File: src/rtl/tftp_client_receive_defines.svh
// Assertion helpers for the TFTP receive controller.
`ifndef TFTP_CLIENT_RECEIVE_DEFINES_SVH
`define TFTP_CLIENT_RECEIVE_DEFINES_SVH

// Same-cycle implication, disabled while in reset.
`define TFTP_RX_ASSERT_NOW(lbl, ante, cons, msg) \
	lbl: assert property (@(posedge clk) disable iff (!arst_n) (ante) |-> (cons)) else $error(msg);

// Next-cycle implication, disabled while in reset.
`define TFTP_RX_ASSERT_NEXT(lbl, ante, cons, msg) \
	lbl: assert property (@(posedge clk) disable iff (!arst_n) (ante) |=> (cons)) else $error(msg);

`endif

File: src/rtl/tftp_rx_pkg.sv
package tftp_rx_pkg;

	localparam logic [15:0] HDR_MIN_LEN = 16'd32;
	localparam logic [15:0] UDP_MIN_LEN = 16'd12;
	localparam logic [7:0]  PROTO_UDP   = 8'd17;
	localparam logic [15:0] OP_DATA     = 16'd3;
	localparam logic [15:0] OP_ERROR    = 16'd5;

	localparam logic [31:0] OWN_IP_RST      = 32'd0;
	localparam logic [31:0] SERVER_IP_RST   = 32'd0;
	localparam logic [15:0] OWN_PORT_RST    = 16'd0;
	localparam logic [3:0]  RETRY_LIMIT_RST = 4'd7;
	localparam logic [15:0] BLOCK_SIZE_RST  = 16'd512;

	typedef enum logic [1:0] {
		REQ_PACKET  = 2'd0,
		REQ_TIMEOUT = 2'd1,
		REQ_START   = 2'd2
	} req_t;

	typedef enum logic [2:0] {
		ACT_IGNORED     = 3'd0,
		ACT_DATA_ACK    = 3'd1,
		ACT_SERVER_ERR  = 3'd2,
		ACT_RESEND_REQ  = 3'd3,
		ACT_RESEND_ACK  = 3'd4,
		ACT_GIVE_UP     = 3'd5,
		ACT_FINISHED    = 3'd6,
		ACT_REQUEST     = 3'd7
	} action_t;

	typedef enum logic [2:0] {
		CFG_OWN_IP      = 3'd0,
		CFG_SERVER_IP   = 3'd1,
		CFG_OWN_PORT    = 3'd2,
		CFG_RETRY_LIMIT = 3'd3,
		CFG_BLOCK_SIZE  = 3'd4
	} cfg_idx_t;

	typedef struct packed {
		action_t     action;
		logic [3:0]  count;
	} retry_t;

	// Timeout or out-of-order block: finish, give up, or resend.
	function automatic retry_t retry_step(input logic last, input logic [3:0] count,
		input logic [3:0] limit, input logic [15:0] blocks);
		retry_t r;
		r.count = count;
		if (last) begin
			r.action = ACT_FINISHED;
		end else if (count >= limit) begin
			r.action = ACT_GIVE_UP;
		end else begin
			r.count  = count + 4'd1;
			r.action = (blocks == 16'd0) ? ACT_RESEND_REQ : ACT_RESEND_ACK;
		end
		return r;
	endfunction

endpackage

File: src/rtl/tftp_client_receive.sv
// TFTP read-transfer receive controller. Each request (parsed packet header,
// receive timeout or session start) yields exactly one result. Requests enter
// an input register and the result is computed from it combinationally into
// the output register; one request is taken every cycle unless in_stall is
// high; session state updates as each result is registered. in_stall rises
// only when both the input register and the output register are full and the
// output is stalled. Configuration writes are always ready (cfg_ready high)
// and take effect on the next cycle; write only while the block is idle.
`include "tftp_client_receive_defines.svh"

module tftp_client_receive (
	input  logic        clk,
	input  logic        arst_n,

	input  logic        in_valid,
	output logic        in_stall,
	input  logic [1:0]  req_type,
	input  logic [15:0] frame_length,
	input  logic [15:0] ip_total_length,
	input  logic [7:0]  ip_protocol,
	input  logic [31:0] ip_source,
	input  logic [31:0] ip_destination,
	input  logic [15:0] udp_source_port,
	input  logic [15:0] udp_dest_port,
	input  logic [15:0] udp_length,
	input  logic [15:0] tftp_opcode,
	input  logic [15:0] tftp_block_or_code,

	output logic        out_valid,
	input  logic        out_stall,
	output logic [2:0]  action,
	output logic [15:0] data_count,
	output logic [15:0] ack_block,
	output logic [15:0] server_port_out,
	output logic        end_of_file,
	output logic [15:0] error_code,

	input  logic        cfg_valid,
	output logic        cfg_ready,
	input  logic [2:0]  cfg_index,
	input  logic [31:0] cfg_data
);
	import tftp_rx_pkg::*;

	// config
	logic [31:0] own_ip_q;
	logic [31:0] server_ip_q;
	logic [15:0] own_port_q;
	logic [3:0]  retry_limit_q;
	logic [15:0] block_size_q;

	// session state
	logic        sess_q;
	logic [15:0] blk_q;
	logic [15:0] port_q;
	logic        last_q;
	logic [3:0]  retry_q;

	// input register
	logic        valid_s1;
	logic [1:0]  req_s1;
	logic [15:0] flen_s1;
	logic [15:0] iplen_s1;
	logic [7:0]  proto_s1;
	logic [31:0] src_s1;
	logic [31:0] dst_s1;
	logic [15:0] sport_s1;
	logic [15:0] dport_s1;
	logic [15:0] ulen_s1;
	logic [15:0] opcode_s1;
	logic [15:0] blk_s1;

	// result register
	logic        out_valid_q;
	action_t     action_q;
	logic [15:0] count_q;
	logic [15:0] ack_q;
	logic [15:0] sport_out_q;
	logic        eof_q;
	logic [15:0] ecode_q;

	logic        adv;
	logic        in_take;

	logic        sess_d;
	logic [15:0] blk_d;
	logic [15:0] port_d;
	logic        last_d;
	logic [3:0]  retry_d;
	action_t     act_d;
	logic [15:0] count_d;
	logic [15:0] ecode_d;
	logic        ok;
	retry_t      rt;

	assign adv      = valid_s1 && (!out_valid_q || !out_stall);
	assign in_stall = valid_s1 && !adv;
	assign in_take  = in_valid && !in_stall;
	assign cfg_ready = 1'b1;

	always_ff @(posedge clk or negedge arst_n) begin
		if (!arst_n) begin
			own_ip_q      <= OWN_IP_RST;
			server_ip_q   <= SERVER_IP_RST;
			own_port_q    <= OWN_PORT_RST;
			retry_limit_q <= RETRY_LIMIT_RST;
			block_size_q  <= BLOCK_SIZE_RST;
		end else if (cfg_valid) begin
			case (cfg_index)
				CFG_OWN_IP:      own_ip_q      <= cfg_data;
				CFG_SERVER_IP:   server_ip_q   <= cfg_data;
				CFG_OWN_PORT:    own_port_q    <= cfg_data[15:0];
				CFG_RETRY_LIMIT: retry_limit_q <= cfg_data[3:0];
				CFG_BLOCK_SIZE:  block_size_q  <= cfg_data[15:0];
				default: ;
			endcase
		end
	end

	always_ff @(posedge clk or negedge arst_n) begin
		if (!arst_n) begin
			valid_s1 <= 1'b0;
		end else if (in_take) begin
			valid_s1 <= 1'b1;
		end else if (adv) begin
			valid_s1 <= 1'b0;
		end
	end

	always_ff @(posedge clk) begin
		if (in_take) begin
			req_s1    <= req_type;
			flen_s1   <= frame_length;
			iplen_s1  <= ip_total_length;
			proto_s1  <= ip_protocol;
			src_s1    <= ip_source;
			dst_s1    <= ip_destination;
			sport_s1  <= udp_source_port;
			dport_s1  <= udp_dest_port;
			ulen_s1   <= udp_length;
			opcode_s1 <= tftp_opcode;
			blk_s1    <= tftp_block_or_code;
		end
	end

	always_comb begin
		sess_d  = sess_q;
		blk_d   = blk_q;
		port_d  = port_q;
		last_d  = last_q;
		retry_d = retry_q;
		act_d   = ACT_IGNORED;
		count_d = '0;
		ecode_d = '0;
		rt      = '0;

		ok = (flen_s1 >= HDR_MIN_LEN) && (iplen_s1 >= HDR_MIN_LEN) &&
			(proto_s1 == PROTO_UDP) && (ulen_s1 >= UDP_MIN_LEN) &&
			(dport_s1 == own_port_q) && (src_s1 == server_ip_q) &&
			((own_ip_q == 32'd0) || (dst_s1 == own_ip_q)) &&
			!(sess_q && (blk_q != 16'd0) && (sport_s1 != port_q));

		case (req_s1)
			REQ_START: begin
				sess_d  = 1'b0;
				blk_d   = '0;
				last_d  = 1'b0;
				retry_d = 4'd1;
				act_d   = ACT_REQUEST;
			end
			REQ_TIMEOUT: begin
				rt      = retry_step(last_q, retry_q, retry_limit_q, blk_q);
				retry_d = rt.count;
				act_d   = rt.action;
			end
			REQ_PACKET: begin
				if (ok && (opcode_s1 == OP_ERROR)) begin
					act_d   = ACT_SERVER_ERR;
					ecode_d = blk_s1;
				end else if (ok && (opcode_s1 == OP_DATA)) begin
					if (!sess_q) begin
						port_d = sport_s1;
						blk_d  = '0;
						last_d = 1'b0;
						sess_d = 1'b1;
					end
					if (blk_s1 != blk_d + 16'd1) begin
						rt      = retry_step(last_d, retry_q, retry_limit_q, blk_d);
						retry_d = rt.count;
						act_d   = rt.action;
					end else begin
						blk_d   = blk_s1;
						retry_d = '0;
						count_d = ulen_s1 - UDP_MIN_LEN;
						if (count_d < block_size_q) begin
							last_d = 1'b1;
						end
						act_d = ACT_DATA_ACK;
					end
				end
			end
			default: ;
		endcase
	end

	always_ff @(posedge clk or negedge arst_n) begin
		if (!arst_n) begin
			sess_q  <= 1'b0;
			blk_q   <= '0;
			port_q  <= '0;
			last_q  <= 1'b0;
			retry_q <= '0;
		end else if (adv) begin
			sess_q  <= sess_d;
			blk_q   <= blk_d;
			port_q  <= port_d;
			last_q  <= last_d;
			retry_q <= retry_d;
		end
	end

	always_ff @(posedge clk or negedge arst_n) begin
		if (!arst_n) begin
			out_valid_q <= 1'b0;
		end else if (adv) begin
			out_valid_q <= 1'b1;
		end else if (!out_stall) begin
			out_valid_q <= 1'b0;
		end
	end

	always_ff @(posedge clk) begin
		if (adv) begin
			action_q    <= act_d;
			count_q     <= count_d;
			ack_q       <= blk_d;
			sport_out_q <= port_d;
			eof_q       <= last_d;
			ecode_q     <= ecode_d;
		end
	end

	assign out_valid       = out_valid_q;
	assign action          = action_q;
	assign data_count      = count_q;
	assign ack_block       = ack_q;
	assign server_port_out = sport_out_q;
	assign end_of_file     = eof_q;
	assign error_code      = ecode_q;

	`TFTP_RX_ASSERT_NOW(a_stall_only_when_full, in_stall, valid_s1 && out_valid_q, "stall without full pipeline")
	`TFTP_RX_ASSERT_NEXT(a_ack_clears_retry, adv && (act_d == ACT_DATA_ACK), retry_q == 4'd0 && blk_q == $past(blk_s1), "accepted block did not update state")
	`TFTP_RX_ASSERT_NEXT(a_start_clears, adv && (req_s1 == REQ_START), !sess_q && blk_q == 16'd0 && !last_q && retry_q == 4'd1, "session start did not reset state")
	`TFTP_RX_ASSERT_NOW(a_out_tracks_state, out_valid_q, eof_q == last_q && ack_q == blk_q && sport_out_q == port_q, "result out of step with state")

endmodule

File: config.mk
export PLATFORM = sky130hd
export DESIGN_NAME = tftp_client_receive
export DESIGN_NICKNAME = d
export VERILOG_FILES = /design/src/rtl/tftp_rx_pkg.sv /design/src/rtl/tftp_client_receive.sv
export VERILOG_INCLUDE_DIRS = /design/src /design/src/rtl
export SDC_FILE = /design/constraint.sdc
export NUM_CORES = 1
export LEC_CHECK = 0
export BUFFER_PORTS_ARGS = -buffer_cell sky130_fd_sc_hd__buf_2
export CORE_MARGIN = 10
export CORE_UTILIZATION = 50
export DETAILED_ROUTE_END_ITERATION = 8
export PLACE_DENSITY = 0.76
export RECOVER_POWER = 100
export SLEW_MARGIN = 15
export SYNTH_ARGS = -nofsm -noshare
export SYNTH_HDL_FRONTEND = slang
export SYNTH_SLANG_ARGS = --single-unit
export TNS_END_PERCENT = 30
File: constraint.sdc
create_clock -name clk -period 5.46 [get_ports clk]
set_input_delay 0.273 -clock clk [delete_from_list [all_inputs] [get_ports clk]]
set_output_delay 0.273 -clock clk [all_outputs]
set_load 0.1 [all_outputs]
# [Word-level counts from Yosys, hierarchy flattened]
# Cells that the tools add are included.
[classes] n_addsub=3 magnitude_cmp=5 eq_ne=19 muxes=45 bitwise=2 n_reduce_logical=39
[ops] operator="16-bit 2-to-1 mux" n=11
[ops] operator="32-bit equality test" n=2
[ops] operator="16-bit by 6-bit greater-or-equal comparator with 1-bit output (second input constant)" n=2
[ops] operator="16-bit zero test" n=2
[ops] operator="32-bit zero test" n=1
[ops] operator="16-bit inequality test" n=2
[ops] operator="16-bit case mux with 2 select lines" n=1
[ops] operator="3-bit 2-to-1 mux" n=9
[ops] operator="4-bit 2-to-1 mux" n=6
[ops] operator="16-bit by 1-bit adder with 16-bit output (second input constant)" n=1
[ops] operator="16-bit equality test" n=1
[ops] operator="16-bit by 2-bit equality test with 1-bit output (second input constant)" n=1
[ops] operator="16-bit by 3-bit equality test with 1-bit output (second input constant)" n=1
[ops] operator="16-bit by 4-bit greater-or-equal comparator with 1-bit output (second input constant)" n=1
[ops] operator="16-bit < comparator" n=1
[ops] operator="16-bit nonzero test" n=1
[ops] operator="16-bit by 4-bit subtractor with 16-bit output (second input constant)" n=1
[ops] operator="1-bit logical AND" n=14
[ops] operator="1-bit 2-to-1 mux" n=14
[ops] operator="4-bit case mux with 3 select lines" n=1
[ops] operator="2-bit AND reduction" n=6
[ops] operator="3-bit case mux with 3 select lines" n=1
[ops] operator="8-bit by 5-bit equality test with 1-bit output (second input constant)" n=1
[ops] operator="3-bit by 2-bit equality test with 1-bit output (second input constant)" n=2
[ops] operator="20 further kinds" n=30
[word_totals] register_bits=394 input_bits=226 output_inout_bits=71 wordCells=142

# [Logic depth before layout (Yosys ltp)]
[logic_depth] ltp_word=20 depth_mapped=17 ltp_nobuf=14

# [Least setup slack after synthesis]
# Ideal clock, no wire load.
[synth_path] path_type="reg2reg" startpoint="reg out_valid_q, in the netlist out_valid" endpoint="reg blk_s1[0] (enable)" setup_time_ps=558 t_arrival_ps=5042 setup_slack_ps=-140 stages_incl_launch_ff=3 n_path_buf=0 cell_sequence="dfrtp_1 -> nand3_1 -> and2_1"
[synth_between] elab_chain_len=7
[synth_rtl] element="from (decl)" line_no="tftp_client_receive.sv:74" text="logic out_valid_q;"
[synth_rtl] element="from (signal assigned)" line_no="tftp_client_receive.sv:224" text="out_valid_q <= 1'b0;"
[synth_rtl] element="from (signal assigned)" line_no="tftp_client_receive.sv:226" text="out_valid_q <= 1'b1;"
[synth_rtl] element="from (signal assigned)" line_no="tftp_client_receive.sv:228" text="out_valid_q <= 1'b0;"
[synth_rtl] element="1-bit zero test" line_no="tftp_client_receive.sv:96" text="assign adv = valid_s1 && (!out_valid_q || !out_stall);"
[synth_rtl] element="1-bit logical OR" line_no="tftp_client_receive.sv:96"
[synth_rtl] element="1-bit logical AND" line_no="tftp_client_receive.sv:96"
[synth_rtl] element="1-bit zero test" line_no="tftp_client_receive.sv:97" text="assign in_stall = valid_s1 && !adv;"
[synth_rtl] element="1-bit logical AND" line_no="tftp_client_receive.sv:97"
[synth_rtl] element="1-bit zero test" line_no="tftp_client_receive.sv:98" text="assign in_take = in_valid && !in_stall;"
[synth_rtl] element="1-bit logical AND" line_no="tftp_client_receive.sv:98"
[synth_rtl] element="via in_take" line_no="tftp_client_receive.sv:83" text="logic in_take;"
[synth_rtl] element="to (signal assigned)" line_no="tftp_client_receive.sv:142" text="blk_s1 <= tftp_block_or_code;"
[synth_rtl] element="to (decl)" line_no="tftp_client_receive.sv:71" text="logic [15:0] blk_s1;"
# The timed path passes the listed nets, and every way through them passes these cells.
# A chain may end at the register's enable or synchronous reset.

# [Final worst setup path]
[layout_path] startpoint="reg sess_q" endpoint="reg ack_q[1], in the netlist ack_block[1], data pin"
[layout_between] elab_chain_len=10 elab_cells_between_ends=16 classes_between="add/sub: 1; eq/ne: 1; mux: 8; reduce/logical: 6"
[layout_rtl] element="from (decl)" line_no="tftp_client_receive.sv:53" text="logic sess_q;"
[layout_rtl] element="from (signal assigned)" line_no="tftp_client_receive.sv:214" text="sess_q <= sess_d;"
[layout_rtl] element="16-bit 2-to-1 mux" line_no="tftp_client_receive.sv:181" text="if (!sess_q) begin"
[layout_rtl] element="16-bit 2-to-1 mux" line_no="tftp_client_receive.sv:180" text="end else if (ok && (opcode_s1 == OP_DATA)) begin"
[layout_rtl] element="16-bit 2-to-1 mux" line_no="tftp_client_receive.sv:177" text="if (ok && (opcode_s1 == OP_ERROR)) begin"
[layout_rtl] element="16-bit 2-to-1 mux" line_no="tftp_client_receive.sv:163" text="case (req_s1)"
[layout_rtl] element="16-bit by 1-bit adder with 16-bit output" line_no="tftp_client_receive.sv:187" text="if (blk_s1 != blk_d + 16'd1) begin"
[layout_rtl] element="16-bit inequality test" line_no="tftp_client_receive.sv:187"
[layout_rtl] element="16-bit 2-to-1 mux" line_no="tftp_client_receive.sv:187"
[layout_rtl] element="16-bit 2-to-1 mux" line_no="tftp_client_receive.sv:180"
[layout_rtl] element="16-bit 2-to-1 mux *" line_no="tftp_client_receive.sv:177"
[layout_rtl] element="16-bit case mux with 2 select lines *" line_no="tftp_client_receive.sv:163"
[layout_rtl] element="via blk_d[1]" line_no="tftp_client_receive.sv:86" text="logic [15:0] blk_d;"
[layout_rtl] element="to (signal assigned)" line_no="tftp_client_receive.sv:236" text="ack_q <= blk_d;"
[layout_rtl] element="to (decl)" line_no="tftp_client_receive.sv:77" text="logic [15:0] ack_q;"
# Mark *: on every way through the listed nets, which the timed path passes. The rest lies on a longest branch. The select of a mux whose other input is x is not followed.

==> flow_summary.toml <==
[global_routing]
grt_overflow_total = 0
grt_use_total = 0.2261
first_global_vias = 12540
antenna_found_initial = 5
grt_max_degree = 177
grt_first_pass_wirelength_um = 72390

[worst_setup_path]
path_max_fanout = 32
critPathCaptureType = "register"
cp_data_required_time_ns = 5.80
start_kind = "register"
path_cells = "and2_1 > ha_1 > nand2_1 > or4_1 > and3_1 > or2_0 > or4b_1 > a2111oi_4 > nand3_1 > clkbuf_2 > o21ai_0"
critPathKind = "reg -> reg"
arrival_ns = 5.16
slowest_delay_ns = 0.72
critPathSlowestCell = "dfrtp_1"

[clock_network]
clock_path_buffers = 3
clkSinkCount = 384
cts_setup_buffers = 0
ctsResizeCount = 0
clock_latency_ns = 0.56
clkTransAtPathRegs_ns = 0.06
tritoncts = "done"
cts_root_buffer = "clkbuf_16"
numCtsBuffers = 41
htree_levels = 2

[die]
rows = 66
ios = 297
start_util = 0.5079
die_area_sq_um = 40720
dieHeight_um = 201.8
die_w_um = 201.8
core_area_sq_um = 32540

[sta]
finalCritPeriodShare = 0.8840
fmaxAchievable_ghz = 0.2072
finClkSkew_ns = 0.03266
max_slew_margin = -2.054
hold_viol = 0
setup_violations = 0
tightest_slew_ns = 4.581
slew_viol_final = 391
fin_tns_setup_ns = 0
period_needed_ns = 4.827
rsz0062_at_grt = "false"

[power_and_ir_drop]
p_seq_frac = 0.476
power_density_nw_per_um2 = 355.7
switchingPower_mw = 2.090
switching_share = 0.2719
power.share.clock = 0.371
power.total_mw = 7.687
ir_worst_vdd_uv = 297.7
p_int_mw = 5.597
p_comb_frac = 0.153
power_leakage_nw = 8.483

[detailed_routing]
num_vias = 11660
drt_first_pass_iters = 5
drc = 0
wl_per_cell_um = 21.74
via_per_inst = 5.438
wirelength_um = 46610
ant_nets = 0
drt-initial-drc-count = 1015

[synthesis]
synth-edff-count = 244
avgSynthCellArea_sq_um = 14.15
ys_seq_elements = 384
seq_area_frac_synth = 0.6557
synth_area_sq_um = 16530
synth_warnings = 0
postSynthCellCount = 1168
synthDistinctLibCells = 72
synth_flop_cell = "edfxtp_1"
async_flop_share = 0.3646
synth_fp_nets = 1417

[placement]
dp_hpwl_um = 29890
port-buffer-count = 285
gp_congestion = 0.8673

[layout]
fillers = 2378
drive_above_1_share = 0.2245
ff_latch_area_sq_um = 10840
nets = 1913
layout_commonest_cell = "edfxtp_1"
most-common-layout-cells = "244 x edfxtp_1, 194 x dlygate4sd3_1, 180 x buf_2"
syn_to_final_growth_pct = 30.78
multi_input_area_sq_um = 5331

[run]
maxCapViolCount = 5

[hold_path]
hold_path_class = "in -> reg"

[run_status]
violations = "capacitance limit, slew limit"
status = "finished with violations"
-- critical path, delay by kind of cell, from the launching register on --
kind	cells	cell delay [ns]
AND/OR/NAND/NOR	7	2.06
AO/OA/AOI/OAI	2	0.98
flip-flops	1	0.72
buffers and inverters	1	0.51
adder cells (fa/ha/maj)	1	0.34
-- sequential cells by signal, summed over array words and instances, names as in the netlist, 32 cells and up --
signal       count
server_ip_q     32
own_ip_q        32
src_s1          32
dst_s1          32
-- synthesized netlist by cell type (20+ instances only) --
cell type,number,area [sq um]
edfxtp_1,244,7327
dfrtp_1,136,3403
mux2_2,115,1295
nand2_1,67,251.5
xor2_1,66,578.1
nor4_1,58,362.9
xnor2_1,56,490.5
inv_1,47,176.4
nand4_1,30,187.7
o21ai_0,30,150.1
clkbuf_1,27,101.4
nor2_1,24,90.09
ha_1,23,287.8
and2_1,20,125.1
-- kinds of logic after synthesis --
kind of cell | after synthesis | share of synthesized area
xor gates and xnor gates | 123 | 0.06602
muxes | 119 | 0.08094
other | 1 | 0.0002269
AOI/OAI and AO/OA | 126 | 0.05308
DFF | 384 | 0.6557
buffers and inverters | 86 | 0.02059
adders and majority gates | 23 | 0.01741
and+or+nand+nor | 306 | 0.1061
-- worst paths after layout --
path,from,endpoint,slack [ns],depth (start not counted)
max in group asynchronous,arst_n,server_ip_q[28],1.15,3
worst max-delay path,sess_q,ack_block[1],0.63,11
worst max register to register,sess_q,ack_block[1],0.63,11
worst min register to register,block_size_q[0],block_size_q[0],0.51,1
min in group asynchronous,arst_n,port_q[1],1.88,2
worst min-delay path,cfg_data[18],server_ip_q[18],0.03,2
-- routing by layer --
metal / share of wire / GRT usage / routed length, um / vias to the layer above
met5: 0 / 0 / 0 / -
met4: 0.026 / 0.07248 / 1191 / 0
met3: 0.072 / 0.05645 / 3374 / 88
met2: 0.50 / 0.3846 / 23320 / 474
met1: 0.40 / 0.2770 / 18720 / 5735
li1: - / - / - / 5361
-- metrics by stage --
stage | area (sq um) | utilization | worst slack, ns | hold slack [ns] | instances
6_report | 21610 | 0.6642 | 0.6332 | 0.02627 | 2144
5_1_grt | 21610 | 0.6642 | 0.3788 | 0.01302 | 2144
4_1_cts | 21810 | 0.6704 | 1.058 | 0.004578 | 2139
3_5_place_dp | 18470 | 0.5678 | 1.071 | 0.3685 | 1869
3_3_place_gp | 18470 | 0.5678 | 1.146 | 0.3767 | 1869
2_1_floorplan | 16530 | - | 0.9042 | -0.02259 | 1168
-- final cells by class --
type / count / area share
sequential: 384 / 0.5014
multi-input combinational: 698 / 0.2467
timing repair buffer: 491 / 0.1528
clock buffer: 56 / 0.05338
tap: 442 / 0.02559
clock inverter: 20 / 0.01123
inverter: 48 / 0.008337
antenna: 5 / 0.0005789
-- power groups by stage --
stage	Combinational [mW]	Sequential, mW	Clock, mW
2_1_floorplan	0.535	3.85	0
3_3_place_gp	1.04	3.67	0
3_5_place_dp	1.06	3.69	0
4_1_cts	1.18	3.63	2.89
5_1_grt	1.27	3.69	3.03
6_report	1.18	3.66	2.85
-- what timing repair did --
item / 4_1_cts / 5_1_grt
endpoints found under the setup margin: 0 / 0
hold buffers: 194 / 0
hold endpoints to repair: 282 / 0
(Power assumes the default switching activity.)
